===== config.mk =====
export PLATFORM = sky130hd
export DESIGN_NAME = qvr_lane
export DESIGN_NICKNAME = d
export VERILOG_FILES = /design/src/rtl/assert_macros.svh /design/src/rtl/qvr_pkg.sv /design/src/rtl/qvr_lane.sv
export SDC_FILE = /design/constraint.sdc
export NUM_CORES = 2
export LEC_CHECK = 0
export ABC_AREA = 0
export BUFFER_PORTS_ARGS = -buffer_cell sky130_fd_sc_hd__buf_4
export CORE_UTILIZATION = 55
export CTS_CLUSTER_SIZE = 14
export DETAILED_ROUTE_END_ITERATION = 16
export PLACE_DENSITY = 0.85
export REMOVE_ABC_BUFFERS = 1
export SYNTH_ARGS = -nofsm -noshare
export SYNTH_HDL_FRONTEND = slang
export SYNTH_SLANG_ARGS = --single-unit
export TNS_END_PERCENT = 1

===== constraint.sdc =====
create_clock -name clk -period 8.6 [get_ports clk]
set_input_delay 2.15 -clock clk [delete_from_list [all_inputs] [get_ports clk]]
set_output_delay 2.15 -clock clk [all_outputs]
set_load 0.005 [all_outputs]

===== src/rtl/assert_macros.svh =====
// ----------------------------------------------------------------------------
// assert_macros.svh
// Assertion macros shared by the quaternion rotation RTL.
// ----------------------------------------------------------------------------
`ifndef ASSERT_MACROS_SVH
`define ASSERT_MACROS_SVH

// same-cycle implication, disabled while reset is asserted
`define QVR_ASSERT_NOW(label, clk, rst_n, ante, cons) \
	label: assert property (@(posedge clk) disable iff (!(rst_n)) (ante) |-> (cons)) \
		else $error("qvr assertion failed");

// next-cycle implication, disabled while reset is asserted
`define QVR_ASSERT_NEXT(label, clk, rst_n, ante, cons) \
	label: assert property (@(posedge clk) disable iff (!(rst_n)) (ante) |=> (cons)) \
		else $error("qvr assertion failed");

`endif


===== src/rtl/qvr_pkg.sv =====
// ----------------------------------------------------------------------------
// qvr_pkg
// Widths, payload types and codes of the quaternion vector rotation block.
// ----------------------------------------------------------------------------
package qvr_pkg;

	// field widths
	localparam int VEC_W  = 24;
	localparam int QUAT_W = 16;
	localparam int FRAC_W = QUAT_W - 2;

	// internal widths: quaternion product, exact matrix entry, rounded entry,
	// lane term, three-term sum, rounded sum
	localparam int PROD_W = 2 * QUAT_W;
	localparam int MAT_W  = 2 * QUAT_W + 2;
	localparam int ENT_W  = MAT_W + 1 - FRAC_W;
	localparam int TERM_W = ENT_W + VEC_W;
	localparam int DOT_W  = TERM_W + 2;
	localparam int RND_W  = DOT_W + 1 - FRAC_W;

	// output range
	localparam logic signed [VEC_W-1:0] VEC_MAX = {1'b0, {(VEC_W-1){1'b1}}};
	localparam logic signed [VEC_W-1:0] VEC_MIN = {1'b1, {(VEC_W-1){1'b0}}};

	// direction command
	typedef enum logic {
		CMD_TO_EARTH = 1'b0,
		CMD_TO_BODY  = 1'b1
	} cmd_t;

	typedef logic signed [QUAT_W-1:0] quat_t;
	typedef logic signed [VEC_W-1:0]  vec_t;
	typedef logic signed [PROD_W-1:0] prod_t;
	typedef logic signed [ENT_W-1:0]  ent_t;
	typedef logic signed [TERM_W-1:0] term_t;
	typedef logic signed [RND_W-1:0]  rnd_t;

	typedef struct packed {
		cmd_t  command;
		quat_t quat_w;
		quat_t quat_x;
		quat_t quat_y;
		quat_t quat_z;
		vec_t  vec_in_x;
		vec_t  vec_in_y;
		vec_t  vec_in_z;
	} item_t;

	typedef struct packed {
		vec_t vec_out_x;
		vec_t vec_out_y;
		vec_t vec_out_z;
		logic clipped;
	} result_t;

endpackage


===== src/rtl/qvr_lane.sv =====
// ----------------------------------------------------------------------------
// qvr_lane
// One output component: three entry-by-component products, their sum and
// the rounding back to the vector format.
// ----------------------------------------------------------------------------
module qvr_lane (
	input  logic           clk,
	input  logic           en,
	input  qvr_pkg::ent_t  row [3],
	input  qvr_pkg::vec_t  vec [3],
	output qvr_pkg::rnd_t  rnd_s4
);

	localparam int DOT_W  = qvr_pkg::DOT_W;
	localparam int FRAC_W = qvr_pkg::FRAC_W;
	localparam logic signed [DOT_W:0] HALF_D = (DOT_W + 1)'(1) << (FRAC_W - 1);

	qvr_pkg::term_t          term_s3 [3];
	logic signed [DOT_W-1:0] dot;
	logic signed [DOT_W:0]   dot_r;

	// stage 3: products
	always_ff @(posedge clk) begin
		if (en) begin
			for (int j = 0; j < 3; j++) begin
				term_s3[j] <= row[j] * vec[j];
			end
		end
	end

	// exact sum and round half up
	always_comb begin
		dot   = DOT_W'(term_s3[0]) + DOT_W'(term_s3[1]) + DOT_W'(term_s3[2]);
		dot_r = (DOT_W + 1)'(dot) + HALF_D;
	end

	// stage 4: rounded component
	always_ff @(posedge clk) begin
		if (en) begin
			rnd_s4 <= dot_r[DOT_W:FRAC_W];
		end
	end

endmodule


# == After elaboration in Yosys (flattened, before gate mapping) ==
# Memories as Yosys holds them, arrays and structs flattened.
# Cells that the tools add are included.
# totals
mem_bits_ro,0
ff_bits,34
ramBits,135
output_inout_bits,34
memories,1
input_bits,137
latchBits,0
wordCells,10
# classes
n_lt_le_gt_ge,0
addsub,3
bitwise,0
n_eq_ne,0
n_shift,0
n_mul,3
mux,2
reduce_logical,0
div,0
# mem_list
memory,words,word_bits,read_ports,rd_ports_with_merged_regs,write_ports,line,rtl
term_s3,3,45,3,0,3,qvr_lane.sv:18,qvr_pkg::term_t term_s3 [3];
# op_table
operator,n
$mul A21 B24 Y45,3
$add A47 B15 Y48 const B,1
$add A46 B45 Y47,1
$add A45 B45 Y46,1
$mux W1,2

# == Logic depth before layout (Yosys ltp) ==
# logic_depth
word_depth,3
ltp_mapped,27
depth_no_buf,26

# == Worst setup path before layout ==
# Ideal clock, no wire load.
# synth_timing
path_type,input to register
from,input port vec[33] in the netlist's numbering
to,memory term_s3[0][89] in the netlist's numbering (data pin)
setup_time_ns,0.138
path_stages,24
t_arrival_ns,8.655
required_time_ns,8.462
slack_ns,-0.193
n_path_buf,1
cell_sequence,clkbuf_1 -> and2_1 -> fa_1 -> fa_1 -> inv_1 -> fa_1 -> inv_1 -> fa_1 -> inv_1 -> fa_1 -> fa_1 -> fa_1 -> inv_1 -> ha_1 -> a21o_1 -> a21o_1 -> a2111oi_0 -> or3_1 -> o211a_1 -> o21ai_0 -> o31ai_1 -> o31ai_1 -> or4_1 -> nand4_1
# synth_lines
element,line,rtl
start: declaration,qvr_lane.sv:10,"input qvr_pkg::vec_t vec [3],"
end: declaration,qvr_lane.sv:18,

==> metrics.txt <==
Buffers on Ports 170; DIE AREA 116000 um^2; # setup viols final 0; final slew viol count 0; skew final 11.2 ps; total wire length 155000 um; Die Ht 341 um; H-Tree Depth 4; Seq/Total Area, Yosys 8.04%; crit share post-route 98.4%; Core Box Area 113000 um^2; max-cap check violation count 0; largest net degree at the start of global routing 92; Die W 341 um; # fillers 8602; Fin Hold WS 1050 ps; routed vias 46500; Post-synth ARST share 0%; DR WL/cell 18.0 um; dominant synthesized flop cell edfxtp_1; Peak Freq 0.118 GHz; Post-DP Area 69600 um^2; post-DP HPWL 136000 um; Iteration-0 DRC Markers 3293; WS Path Type input pin to flop; GRT overflow 0; Via density 5.39; Clk Tree Root Cell clkbuf_16; Hold Vio Cnt, Final 0; slew margin rel. 34.9%; RSZ-0062 raised after global routing true; #FFs+latches synth 169; largest fanout on the critical path 9; nature of the critical path endpoint flop; 1st-pass router iterations 6; Syn Inst Count 6638; Worst EP required 8780 ps; fin crit period 8460 ps; vias in the first global route 51600; cell area after synthesis 63100 um^2; CTS clock-pin slew for the worst setup and hold paths 70 ps; DRT antenna net count 0; Post-synth EDFFs 169; Worst Tran Pin Value 976 ps; Design Area, Final 70400 um^2; RD Place Congestion 0.941; TritonCTS clock tree done; first-pass GRT wire length 258000 um; final net count 9282; initial antenna violation count 4; share of cells above drive strength 1 11.7%; clk sinks 169; Initial Utilization 55.8%; worst skew pair latency 450 ps; CTS Buf Count 17; yosys warns 0; GRT Overall Usage 28.0%; Clock Path Buffers 2; post-synthesis area per instance 9.50 um^2; Hold Path Class flop to flop; run status finished, final reports clean; Ports 171; CP arrival 8640 ps; setup TNS 0 ps; Unique masters post-synth 67; row count 123; DRC viols 0; critical path startpoint category input pin; synthesis-to-finish area growth 11.7%
## layout by cell type (no fill, tap or decap), types with 49 or more instances in the layout
cell type  count
edfxtp_1     169
inv_1       1799
o21ai_0       49
a21oi_1      113
nor2_1       129
buf_4        712
a21o_1        82
and2_1       618
ha_1         437
nand2_1      870
xnor2_1      128
fa_1        1587
## final cells by class
cell class / count / area, um^2 / area share [%]
diodes: 2 / 5.00 / 0.00710
well taps: 1500 / 1880 / 2.66
clock inverters: 13 / 115 / 0.163
flip-flops and latches: 169 / 5070 / 7.20
repair buffers: 732 / 5690 / 8.08
clock buffers: 19 / 433 / 0.615
inverters: 1804 / 6770 / 9.61
multi-input cells: 4389 / 50500 / 71.7
## synthesized netlist by cell type, types with 6 or more instances
cell | number | area (um^2)
a2111oi_0 | 6 | 52.6
a211o_1 | 8 | 70.1
a211oi_1 | 14 | 105
a21o_1 | 82 | 616
a21oi_1 | 120 | 601
a31o_2 | 6 | 52.6
a31oi_1 | 11 | 68.8
and2_1 | 619 | 3870
and3_1 | 17 | 106
buf_1 | 6 | 22.5
clkbuf_1 | 268 | 1010
edfxtp_1 | 169 | 5070
fa_1 | 1592 | 31900
ha_1 | 440 | 5510
inv_1 | 1802 | 6760
nand2_1 | 871 | 3270
nand2b_1 | 30 | 188
nand3_1 | 14 | 70.1
nand3b_1 | 6 | 45.0
nand4_1 | 18 | 113
nor2_1 | 131 | 492
nor2b_1 | 15 | 93.8
nor3_1 | 21 | 105
o211ai_1 | 10 | 75.1
o21a_1 | 22 | 165
o21ai_0 | 55 | 275
o21bai_1 | 26 | 195
o31ai_1 | 7 | 52.6
or2_2 | 9 | 56.3
xnor2_1 | 129 | 1130
xor2_1 | 41 | 359
## timing repair
item,in CTS,in global routing
buffers inserted,0,4
hold buffers,0,0
resized for setup,3,68
pin swaps,0,30
endpoints found under the setup margin,5,32
## worst max-delay path, cell delays in order
cell      delay (ps)
buf_4            180
and2_1           190
fa_1             530
inv_1             50
fa_1             460
fa_1             520
inv_1             60
fa_1             540
fa_1             420
fa_1             500
inv_1             50
fa_1             520
inv_1             50
ha_1             300
nand4_1          150
buf_4            170
nor3_1           200
nor4_1           100
o311ai_2          80
nand2_1          140
or3_4            420
a31o_4           260
a211oi_4         320
nand4b_1         160
o311ai_1         100
## state kept, by name, indices dropped and copies added (netlist names)
| name | flops |
|---|---|
| rnd_s4 | 34 |
| term_s3 | 135 |
## per-stage QoR
step | util (%) | instances | worst slack (ps)
floorplan | - | 6362 | -32.4
global placement | 61.5 | 8590 | -535
detailed placement | 61.5 | 8590 | -541
CTS | 62.0 | 8622 | -23.3
global route | 62.3 | 8628 | -57.4
finish | 62.3 | 8628 | 141
## layer usage
metal  GRT usage, %  up-vias  part of all wire, %
met3           4.33      424                  8.4
li1               -    20200                    -
met1           36.6    23700                   38
met5              0        -                    0
met2           47.5     2133                   50
met4           9.73        0                  3.8
## cells by family (layout without fill, tap and decap cells)
family                     after synthesis  in the layout  synth area share, %
AOI/OAI and AO/OA                      409            409                 4.30
xor gates and xnor gates               170            170                 2.36
adders and majority gates             2032           2032                 59.2
buffers and inverters                 2080           2568                 12.4
DFF                                    169            169                 8.04
muxes                                    3              3               0.0476
other                                    0              2                    0
and+or+nand+nor                       1775           1775                 13.6
## final timing paths
kind,startpoint,end,slack [ps],cells after the start
max,vec[10],term_s3[0][132],140,25
min,term_s3[0][124],rnd_s4[20],1050,4
max reg2reg,term_s3[0][51],rnd_s4[32],3810,14
min reg2reg,term_s3[0][124],rnd_s4[20],1050,4
Power is not shown: default switching activity piles up to over one toggle a cycle in this logic, so the estimate is an artifact.
