<file path="config.mk">
export PLATFORM = sky130hd
export DESIGN_NAME = qvr_merge
export DESIGN_NICKNAME = d
export VERILOG_FILES = /design/src/rtl/assert_macros.svh /design/src/rtl/qvr_pkg.sv /design/src/rtl/qvr_merge.sv
export SDC_FILE = /design/constraint.sdc
export NUM_CORES = 1
export LEC_CHECK = 0
export ABC_AREA = 1
export BUFFER_PORTS_ARGS = -buffer_cell sky130_fd_sc_hd__buf_2
export CAP_MARGIN = 20
export CELL_PAD_IN_SITES_DETAIL_PLACEMENT = 0
export CELL_PAD_IN_SITES_GLOBAL_PLACEMENT = 2
export CORE_UTILIZATION = 27
export CTS_CLUSTER_DIAMETER = 30
export DETAILED_ROUTE_END_ITERATION = 8
export PLACE_DENSITY = 0.93
export SLEW_MARGIN = 20
export SYNTH_ARGS = -nofsm -noshare
export SYNTH_HDL_FRONTEND = slang
export SYNTH_SLANG_ARGS = --single-unit
</file>
<file path="constraint.sdc">
create_clock -name clk -period 1.8 [get_ports clk]
set_input_delay 0.18 -clock clk [delete_from_list [all_inputs] [get_ports clk]]
set_output_delay 0.18 -clock clk [all_outputs]
set_load 0.01 [all_outputs]
</file>
<file path="src/rtl/assert_macros.svh">
// ----------------------------------------------------------------------------
// assert_macros.svh
// Assertion macros shared by the quaternion rotation RTL.
// ----------------------------------------------------------------------------
`ifndef ASSERT_MACROS_SVH
`define ASSERT_MACROS_SVH

// same-cycle implication, disabled while reset is asserted
`define QVR_ASSERT_NOW(label, clk, rst_n, ante, cons) \
	label: assert property (@(posedge clk) disable iff (!(rst_n)) (ante) |-> (cons)) \
		else $error("qvr assertion failed");

// next-cycle implication, disabled while reset is asserted
`define QVR_ASSERT_NEXT(label, clk, rst_n, ante, cons) \
	label: assert property (@(posedge clk) disable iff (!(rst_n)) (ante) |=> (cons)) \
		else $error("qvr assertion failed");

`endif

</file>
<file path="src/rtl/qvr_pkg.sv">
// ----------------------------------------------------------------------------
// qvr_pkg
// Widths, payload types and codes of the quaternion vector rotation block.
// ----------------------------------------------------------------------------
package qvr_pkg;

	// field widths
	localparam int VEC_W  = 24;
	localparam int QUAT_W = 16;
	localparam int FRAC_W = QUAT_W - 2;

	// internal widths: quaternion product, exact matrix entry, rounded entry,
	// lane term, three-term sum, rounded sum
	localparam int PROD_W = 2 * QUAT_W;
	localparam int MAT_W  = 2 * QUAT_W + 2;
	localparam int ENT_W  = MAT_W + 1 - FRAC_W;
	localparam int TERM_W = ENT_W + VEC_W;
	localparam int DOT_W  = TERM_W + 2;
	localparam int RND_W  = DOT_W + 1 - FRAC_W;

	// output range
	localparam logic signed [VEC_W-1:0] VEC_MAX = {1'b0, {(VEC_W-1){1'b1}}};
	localparam logic signed [VEC_W-1:0] VEC_MIN = {1'b1, {(VEC_W-1){1'b0}}};

	// direction command
	typedef enum logic {
		CMD_TO_EARTH = 1'b0,
		CMD_TO_BODY  = 1'b1
	} cmd_t;

	typedef logic signed [QUAT_W-1:0] quat_t;
	typedef logic signed [VEC_W-1:0]  vec_t;
	typedef logic signed [PROD_W-1:0] prod_t;
	typedef logic signed [ENT_W-1:0]  ent_t;
	typedef logic signed [TERM_W-1:0] term_t;
	typedef logic signed [RND_W-1:0]  rnd_t;

	typedef struct packed {
		cmd_t  command;
		quat_t quat_w;
		quat_t quat_x;
		quat_t quat_y;
		quat_t quat_z;
		vec_t  vec_in_x;
		vec_t  vec_in_y;
		vec_t  vec_in_z;
	} item_t;

	typedef struct packed {
		vec_t vec_out_x;
		vec_t vec_out_y;
		vec_t vec_out_z;
		logic clipped;
	} result_t;

endpackage

</file>
<file path="src/rtl/qvr_merge.sv">
// ----------------------------------------------------------------------------
// qvr_merge
// Merge stage: saturates the three lane results and combines their
// overflow into the clipped flag.
// ----------------------------------------------------------------------------
module qvr_merge (
	input  logic              clk,
	input  logic              en,
	input  qvr_pkg::rnd_t     rnd [3],
	output qvr_pkg::result_t  res_s5
);

	localparam int RND_W = qvr_pkg::RND_W;
	localparam logic signed [RND_W-1:0] SAT_HI = RND_W'(qvr_pkg::VEC_MAX);
	localparam logic signed [RND_W-1:0] SAT_LO = RND_W'(qvr_pkg::VEC_MIN);

	qvr_pkg::vec_t sat [3];
	logic [2:0]    ovf;

	// clamp each lane to the vector range
	always_comb begin
		for (int i = 0; i < 3; i++) begin
			priority if (rnd[i] > SAT_HI) begin
				sat[i] = qvr_pkg::VEC_MAX;
				ovf[i] = 1'b1;
			end else if (rnd[i] < SAT_LO) begin
				sat[i] = qvr_pkg::VEC_MIN;
				ovf[i] = 1'b1;
			end else begin
				sat[i] = rnd[i][qvr_pkg::VEC_W-1:0];
				ovf[i] = 1'b0;
			end
		end
	end

	// stage 5: result register
	always_ff @(posedge clk) begin
		if (en) begin
			res_s5.vec_out_x <= sat[0];
			res_s5.vec_out_y <= sat[1];
			res_s5.vec_out_z <= sat[2];
			res_s5.clipped   <= |ovf;
		end
	end

endmodule

</file>
After elaboration in Yosys (flattened, before gate mapping)
Index checks and enable logic that the tools add are counted.
W data, S select, Z words.
- flip-flop bits (word level): 73
- bits in latches: 0
- memory bits (writable): 0
- ROM bits: 0
- bits of input ports: 104
- output and inout bits: 73
- word-level logic and storage cells: 20
- memories kept: 0
- $add $sub $neg: 0
- multipliers: 0
- div/mod/pow operators: 0
- $lt $le $gt $ge: 6
- equality and inequality tests: 0
- shifts and indexed selects: 0
- muxes and demuxes: 9
- bitwise operators: 0
- reductions and logical operators: 1
- operators with widths (kind ; count):
    $gt A34 B24 Y1 const B ; 3
    $lt A34 B24 Y1 const B ; 3
    $mux W24 ; 3
    $mux W1 ; 6
    $reduce_or A3 Y1 ; 1

Depth between registers and ports, before layout
Gate-level depths: netlist of run 1.
- word-level depth: 4
- gate-level depth with buffers: 7
- mapped depth without buffers: 7

Worst setup path after synthesis of run 1
OpenSTA, ideal clock, no wires.
- path type: input -> register
- start: in rnd[91] (netlist name)
- end: reg res_s5[52] (netlist name) (data pin)
- library setup time: 0.253 ns
- data arrival time: 0.777 ns
- data required time: 1.547 ns
- setup slack: 0.769 ns
- stages: 5
- path buffers: 1
- cells stage by stage: nor2_1 -> nand3_1 -> o21bai_2 -> buf_4 -> nand2_1
- cells in the longest elaborated chain, start to end: 2
- elaborated cells between the ends (all ways): 3
- those cells by class: order compare: 2; mux: 1
- ends and longest elaborated chain (item ; RTL line ; source):
    from (decl) ; qvr_merge.sv:9 ; input qvr_pkg::rnd_t rnd [3],
    $lt A34 B24 Y1 ; qvr_merge.sv:26 ; end else if (rnd[i] < SAT_LO) begin
    $mux W24 ; qvr_merge.sv:26 ;
    to (decl) ; qvr_merge.sv:10 ; output qvr_pkg::result_t res_s5
Several ways; a longest one is shown, not always the timed one.
A chain may end at the register's enable or synchronous reset.

Worst setup path after layout of run 1
- start: reg res_s5[38] (netlist name)
- end: out res_s5[38] (netlist name)
No word-level cell between the ends.

==> results of run 1 <==
kinds of logic after synthesis:
kind of cell    count (synthesis)  share of synthesized area (%)
simple gates                  188                           23.7
flops                          73                           70.9
buf+inv                        17                           3.77
compound gates                  4                           1.62
where the power goes:
part | internal (mW) | switching [mW] | total (mW)
clock network | 1.48 | 0.649 | 2.13
logic | 0.237 | 0.305 | 0.542
registers | 2.04 | 0.0343 | 2.07
worst paths after layout:
path                      from                        to  slack (ns)  cells after the start
max   res_s5[38]$_SDFFCE_PN1P_                res_s5[38]        0.73                      1
min                    rnd[67]  res_s5[48]$_SDFFCE_PN0P_        0.05                      1
per-layer routing:
metal	track usage, %	vias to the layer above
met4	6.08	0
li1	-	1285
met1	14.2	1128
met2	20.6	118
met3	4.84	11
met5	0	-
cell type report:
class                   instances  area, sq um
flip-flops and latches         73         2190
clock buffers                   9          225
clock inverters                 7          133
fillers                      1087         6500
repair buffers                186          971
multi-input cells             192          782
well taps                     140          175
inverters                       2         7.51
through the flow:
step | worst slack [ns] | power, mW
finish | 0.733 | 4.74
global route | 0.625 | 4.95
CTS | 0.710 | 4.81
detailed placement | 0.394 | 2.66
global placement | 0.411 | 2.65
floorplan | 0.769 | 2.34
cells in the mapped netlist:
cell	n	area share [%]
buf_4	10	2.4
buf_6	2	0.73
clkbuf_1	3	0.36
edfxtp_1	73	71
inv_1	2	0.24
nand2_1	157	19
nand2_2	4	0.81
nand3_1	3	0.49
nand3b_1	2	0.49
nand4_1	1	0.20
nor2_1	20	2.4
nor2_2	1	0.20
o21ai_4	1	0.53
o21bai_2	3	1.1
==> impl_metrics.yaml, run 1 <==
sta:
  worst_pin_slew_ns: 0.378
  finalHoldViolCount: 0
  finalSetupViolCount: 0
  post-route-min-period_ns: 1.07
  setup_tns_ns: 0
  period_share_pct: 59.3
  drv_slew: 0
  fmax_ghz: 0.938
  relSlewSlack_pct: 74.7
  grt_setup_unrepaired: "no"
  hold_slack_ns: 0.0548
worst_setup_path:
  worstPathCellList: "buf_2"
  required_ns: 1.62
  startpoint_type: "register"
  crit_buf_inv: 1
  worstPathArrival_ns: 0.89
  crit_family: "flip-flops"
  slowest_stage: "edfxtp_1"
  end_kind: "output port"
  critPathKind: "reg2out"
  slowest_delay_ns: 0.40
  cp_max_fo: 1
synth:
  synth_nets: 386
  ys_types: 14
  yosys_warnings: 0
  ys_seq_elements: 73
  synth.avg_cell_area_sq_um: 11.0
  yosysSeqAreaShare_pct: 70.9
  netlist_instances: 282
  syn_area_sq_um: 3090
clocking:
  clkTransAtPathRegs_ns: 0.06
  cts.sinks: 73
  clock_path_buffers: 2
  cts_root_buf: "clkbuf_16"
  cts_tree: "built"
  ctsResizeCount: 0
  cts-hold-fix-buffers: 0
  cts_setup_buffers: 0
  cts_made_buffers: 9
  h-tree-depth: 3
outcome:
  status: "complete, no violations"
drt:
  first_pass_iters: 4
  wl_met2_um: 3580
  wl_per_cell_um: 12.3
  dr_wl_met3_um: 875
  highest_layer: "met4"
  drt-met1-wl_um: 2900
  drc: 0
  wl_um: 7460
  drtAntennaViolNets: 0
  viasPerCell: 4.17
  num_vias: 2542
  drt_iter0_markers: 101
global_route:
  grt_pass1_vias: 2431
  gr-usage-all-layers_pct: 12.5
  grt_overflow: 0
  grt_pass1_wl_um: 11200
  antenna_found_initial: 1
  grt_max_degree: 44
cells_and_area:
  largest_reg_flops: 73
  regMostFlops: "res_s5"
  final_common_cell: "buf_2"
  reg_top3: "res_s5: 73 flops"
  final_cell_mix: "buf_2 (175), nand2_1 (157), edfxtp_1 (73)"
  fin_util_pct: 40.8
  drive_gt1_share_pct: 44.6
  diodes: 0
  fin_nets: 568
  areaGrowthSynthToFinish_pct: 45.1
  postLayoutCellArea_sq_um: 4490
  stdcell_count: 609
die:
  die-area_sq_um: 11900
  core_area_sq_um: 11000
  rows: 38
  io_pins: 177
  die_w_um: 109
  start_util_pct: 28.1
  die_h_um: 109
job:
  cap_violations: 0
power:
  leakage_nw: 2.12
  vdd_drop_max_mv: 0.520
  power_density_nw_per_um2: 1060
place:
  dp_cells: 593
  io_buffer_count: 176
  gp_congestion: 0.752
  place_area_sq_um: 4130
  hpwlAfterDp_um: 5790
min_path:
  hp-class: "in2reg"
Power figures use the tool's default switching activity.
==> run 2, diff against run 1 <==
--- a/config.mk
+++ b/config.mk
@@ -10,10 +10,10 @@
 export CAP_MARGIN = 20
 export CELL_PAD_IN_SITES_DETAIL_PLACEMENT = 0
 export CELL_PAD_IN_SITES_GLOBAL_PLACEMENT = 2
-export CORE_UTILIZATION = 27
+export CORE_UTILIZATION = 22
 export CTS_CLUSTER_DIAMETER = 30
 export DETAILED_ROUTE_END_ITERATION = 8
-export PLACE_DENSITY = 0.93
+export PLACE_DENSITY = 0.82
 export SLEW_MARGIN = 20
 export SYNTH_ARGS = -nofsm -noshare
 export SYNTH_HDL_FRONTEND = slang
==> constraint.sdc (replaced) <==
create_clock -name clk -period 0.85 [get_ports clk]
set_input_delay 0.085 -clock clk [delete_from_list [all_inputs] [get_ports clk]]
set_output_delay 0.085 -clock clk [all_outputs]
set_load 0.01 [all_outputs]
==> impl_metrics.yaml, run 2 (same netlist as run 1, synthesis figures left out) <==
cells_and_area:
  final_cell_mix: "buf_2 (171), nand2_1 (154), edfxtp_1 (73)"
  diodes: 0
  reg_top3: "res_s5: 73 flops"
  final_common_cell: "buf_2"
  fillers: 1391
  regMostFlops: "res_s5"
  drive_gt1_share_pct: 49.2
  regArea_sq_um: 2190
  multi_input_area_sq_um: 882
  areaGrowthSynthToFinish_pct: 53.4
  fin_nets: 575
  postLayoutCellArea_sq_um: 4740
  largest_reg_flops: 73
  stdcell_count: 652
power:
  power_density_nw_per_um2: 2040
  leakage_nw: 2.17
  vdd_drop_max_mv: 0.955
  finalPower_mw: 9.68
min_path:
  hp-class: "in2reg"
  hold_depth: 3
clocking:
  cts_setup_buffers: 0
  cts_made_buffers: 9
  cts_root_buf: "clkbuf_16"
  h-tree-depth: 3
  cts.sinks: 73
  clkTransAtPathRegs_ns: 0.06
  cts_tree: "built"
  clock_path_buffers: 2
sta:
  period_share_pct: 115
  relSlewSlack_pct: 84.7
  setup_tns_ns: -4.59
  finalSetupViolCount: 73
  grt_setup_unrepaired: "yes"
  worst_pin_slew_ns: 0.230
  finalHoldViolCount: 0
  drv_slew: 0
  post-route-min-period_ns: 0.976
  fmax_ghz: 1.02
  fin_ws_ns: -0.126
die:
  rows: 42
  die_h_um: 121
  core_area_sq_um: 13500
  io_pins: 177
  die_w_um: 121
  die-area_sq_um: 14500
  start_util_pct: 23.0
drt:
  first_pass_iters: 4
  wl_per_cell_um: 12.4
  viasPerCell: 3.95
  drt_iter0_markers: 162
  wl_um: 8080
  drc: 0
  drtAntennaViolNets: 0
  num_vias: 2573
place:
  gp_congestion: 0.756
  place_area_sq_um: 4340
  io_buffer_count: 176
  dp_slack_ns: -0.326
  hpwlAfterDp_um: 6080
  dp_cells: 634
worst_setup_path:
  crit_buf_inv: 1
  crit_family: "flip-flops"
  worstPathArrival_ns: 0.89
  critPathKind: "reg2out"
  end_kind: "output port"
  slowest_delay_ns: 0.42
  required_ns: 0.76
  startpoint_type: "register"
  worstPathCellList: "buf_6"
  cp_max_fo: 1
  slowest_stage: "edfxtp_1"
  cp.depth: 1
global_route:
  grt_pass1_vias: 2499
  grt_max_degree: 30
  grt_pass1_wl_um: 12400
  gr-usage-all-layers_pct: 11.1
  antenna_found_initial: 0
  grt_overflow: 0
outcome:
  status: "finished, violations left"
  violations: "setup timing"
job:
  cap_violations: 0
## run 2: cell count changes in the layout (fill, tap and decap cells not counted), sizes merged
cell	delta
dlygate4sd3	+1
clkinvlp	+2
clkinv	-1
clkbuf	+1
bufinv	-2
buf	+5
inv	+1
## run 2: stage by stage
stage	util, %	hold WS [ns]
2_1_floorplan	-	0.197
3_3_place_gp	32.2	0.323
3_5_place_dp	32.2	0.334
4_1_cts	34.7	0.00486
5_1_grt	35.2	0.0156
6_report	35.2	0.0224
## run 2: final cells by class
class	count	share of cell area (%)
Multi-Input combinational cell	192	18.6
Clock inverter	7	1.98
Clock buffer	9	4.75
Inverter	2	0.158
Sequential cell	73	46.3
Timing Repair Buffer	193	23.6
Tap cell	176	4.65
## run 2: worst paths after layout
path | from | to | slack (ns)
setup / recovery | res_s5[0]$_DFFE_PP_ | res_s5[0] | -0.13
hold / removal | rnd[0] | res_s5[1]$_SDFFCE_PN1P_ | 0.02
## run 2: repair_timing
| item | CTS | global route |
|---|---|---|
| endpoints found under the setup margin | 73 | 120 |
| hold buffers | 1 | 0 |
| resized for setup | 2 | 12 |
| cloned | 0 | 1 |
| endpoints found under the hold margin | 1 | 0 |
| pin swaps | 0 | 6 |
## run 2: report_power, final
part           switching (mW)  internal [mW]  leakage (nW)
combinational           0.699          0.587          1.30
clock                    1.44           2.57         0.152
sequential             0.0732           4.31         0.720
total                    2.21           7.47          2.17
## run 2: layer usage
layer  up-vias  GRT usage [%]  share of wire [%]
met5         -              0                  0
met4         0           3.47                1.2
met3         9           4.10                9.0
met2       116           17.8                 47
met1      1149           13.7                 43
li1       1299              -                  -
==> run 3, diff against run 2 <==
--- a/config.mk
+++ b/config.mk
@@ -10,6 +10,7 @@
 export CAP_MARGIN = 20
 export CELL_PAD_IN_SITES_DETAIL_PLACEMENT = 0
 export CELL_PAD_IN_SITES_GLOBAL_PLACEMENT = 2
+export CORE_ASPECT_RATIO = 0.9
 export CORE_UTILIZATION = 22
 export CTS_CLUSTER_DIAMETER = 30
 export DETAILED_ROUTE_END_ITERATION = 8
==> impl_metrics.yaml, run 3 (same netlist as run 1, synthesis figures left out) <==
die:
  die_w_um: 127
  core_area_sq_um: 13500
  rows: 40
  die_h_um: 114
  die-area_sq_um: 14500
  io_pins: 177
  start_util_pct: 22.9
worst_setup_path:
  required_ns: 0.76
  critPathKind: "reg2out"
  worstPathArrival_ns: 0.86
  crit_buf_inv: 1
  end_kind: "output port"
  critPathLaunch: "res_s5[0]$_DFFE_PP_"
  slowest_delay_ns: 0.39
  worstPathCellList: "buf_2"
  slowest_stage: "edfxtp_1"
  startpoint_type: "register"
  crit_family: "flip-flops"
  cp_max_fo: 1
global_route:
  gr-usage-all-layers_pct: 11.3
  grt_max_degree: 28
  grt_pass1_wl_um: 12600
  grt_overflow: 0
  antenna_found_initial: 1
  grt_pass1_vias: 2579
cells_and_area:
  reg_top3: "res_s5: 73 flops"
  drive_gt1_share_pct: 50.0
  regMostFlops: "res_s5"
  fin_nets: 575
  largest_reg_flops: 73
  final_common_cell: "buf_2"
  postLayoutCellArea_sq_um: 4720
  areaGrowthSynthToFinish_pct: 52.7
  final_cell_mix: "buf_2 (171), nand2_1 (149), edfxtp_1 (73)"
drt:
  wl_um: 8170
  first_pass_iters: 4
  wl_per_cell_um: 12.7
  drt_iter0_markers: 114
  viasPerCell: 3.99
  drtAntennaViolNets: 0
  drc: 0
  num_vias: 2576
sta:
  fin_ws_ns: -0.0999
  relSlewSlack_pct: 83.5
  drv_slew: 0
  period_share_pct: 112
  finalHoldViolCount: 0
  post-route-min-period_ns: 0.950
  finalSetupViolCount: 73
  worst_pin_slew_ns: 0.246
  fmax_ghz: 1.05
  grt_setup_unrepaired: "yes"
clocking:
  cts_setup_buffers: 0
  cts_tree: "built"
  clock_path_buffers: 2
  clkTransAtPathRegs_ns: 0.06
  cts.sinks: 73
  cts_root_buf: "clkbuf_16"
  h-tree-depth: 3
  cts_made_buffers: 9
place:
  io_buffer_count: 176
  dp_slack_ns: -0.347
  gp_congestion: 0.788
  place_area_sq_um: 4340
  hpwlAfterDp_um: 6360
min_path:
  hp-class: "in2reg"
  hp-start: "rnd[68]"
power:
  leakage_nw: 2.16
  vdd_drop_max_mv: 0.793
  finalPower_mw: 9.32
  power_density_nw_per_um2: 1970
job:
  cap_violations: 0
outcome:
  violations: "setup timing"
  status: "finished, violations left"
-- run 3: area by class of cell --
type                       instances  area [sq um]
sequential                        73          2190
antenna                            1          2.50
timing repair buffer             193          1110
clock inverter                     5          56.3
inverter                           2          7.51
clock buffer                      11           233
multi-input combinational        192           905
tap                              168           210
fill                            1402          8790
-- run 3: path summary, 6_finish.rpt --
kind  slack [ns]  depth (start not counted)                        to
max         -0.1                          1                 res_s5[0]
min         0.02                          3  res_s5[49]$_SDFFCE_PN1P_
-- run 3: metrics by stage --
| stage | setup TNS (ns) | std cells | hold slack, ns | util [%] |
|---|---|---|---|---|
| after floorplan | -3.06 | 282 | 0.197 | - |
| after global placement | -17.95 | 626 | 0.292 | 32.1 |
| after detailed placement | -18.80 | 626 | 0.302 | 32.1 |
| after CTS | -6.46 | 643 | 0.00383 | 34.3 |
| after global routing | -7.69 | 644 | 0.0122 | 34.9 |
| final | -4.68 | 645 | 0.0214 | 34.9 |
-- run 3: per-layer routing --
| layer | global-route usage (%) | up-vias | part of all wire [%] |
|---|---|---|---|
| met2 | 20.3 | 92 | 51 |
| met5 | 0 | - | 0 |
| met3 | 3.27 | 7 | 5.9 |
| met4 | 4.76 | 0 | 1.1 |
| met1 | 12.6 | 1170 | 42 |
| li1 | - | 1307 | - |
-- run 3: report_power, final --
group          internal, mW  switching, mW
clock                  2.27           1.37
combinational         0.587          0.706
sequential             4.31         0.0737
total                  7.17           2.15
-- run 3: timing repair --
item,CTS,global route
gates cloned,0,1
hold buffers,1,0
setup endpoints to repair,73,115
endpoints found under the hold margin,1,0
gates resized for setup,0,21
pin swaps,0,7
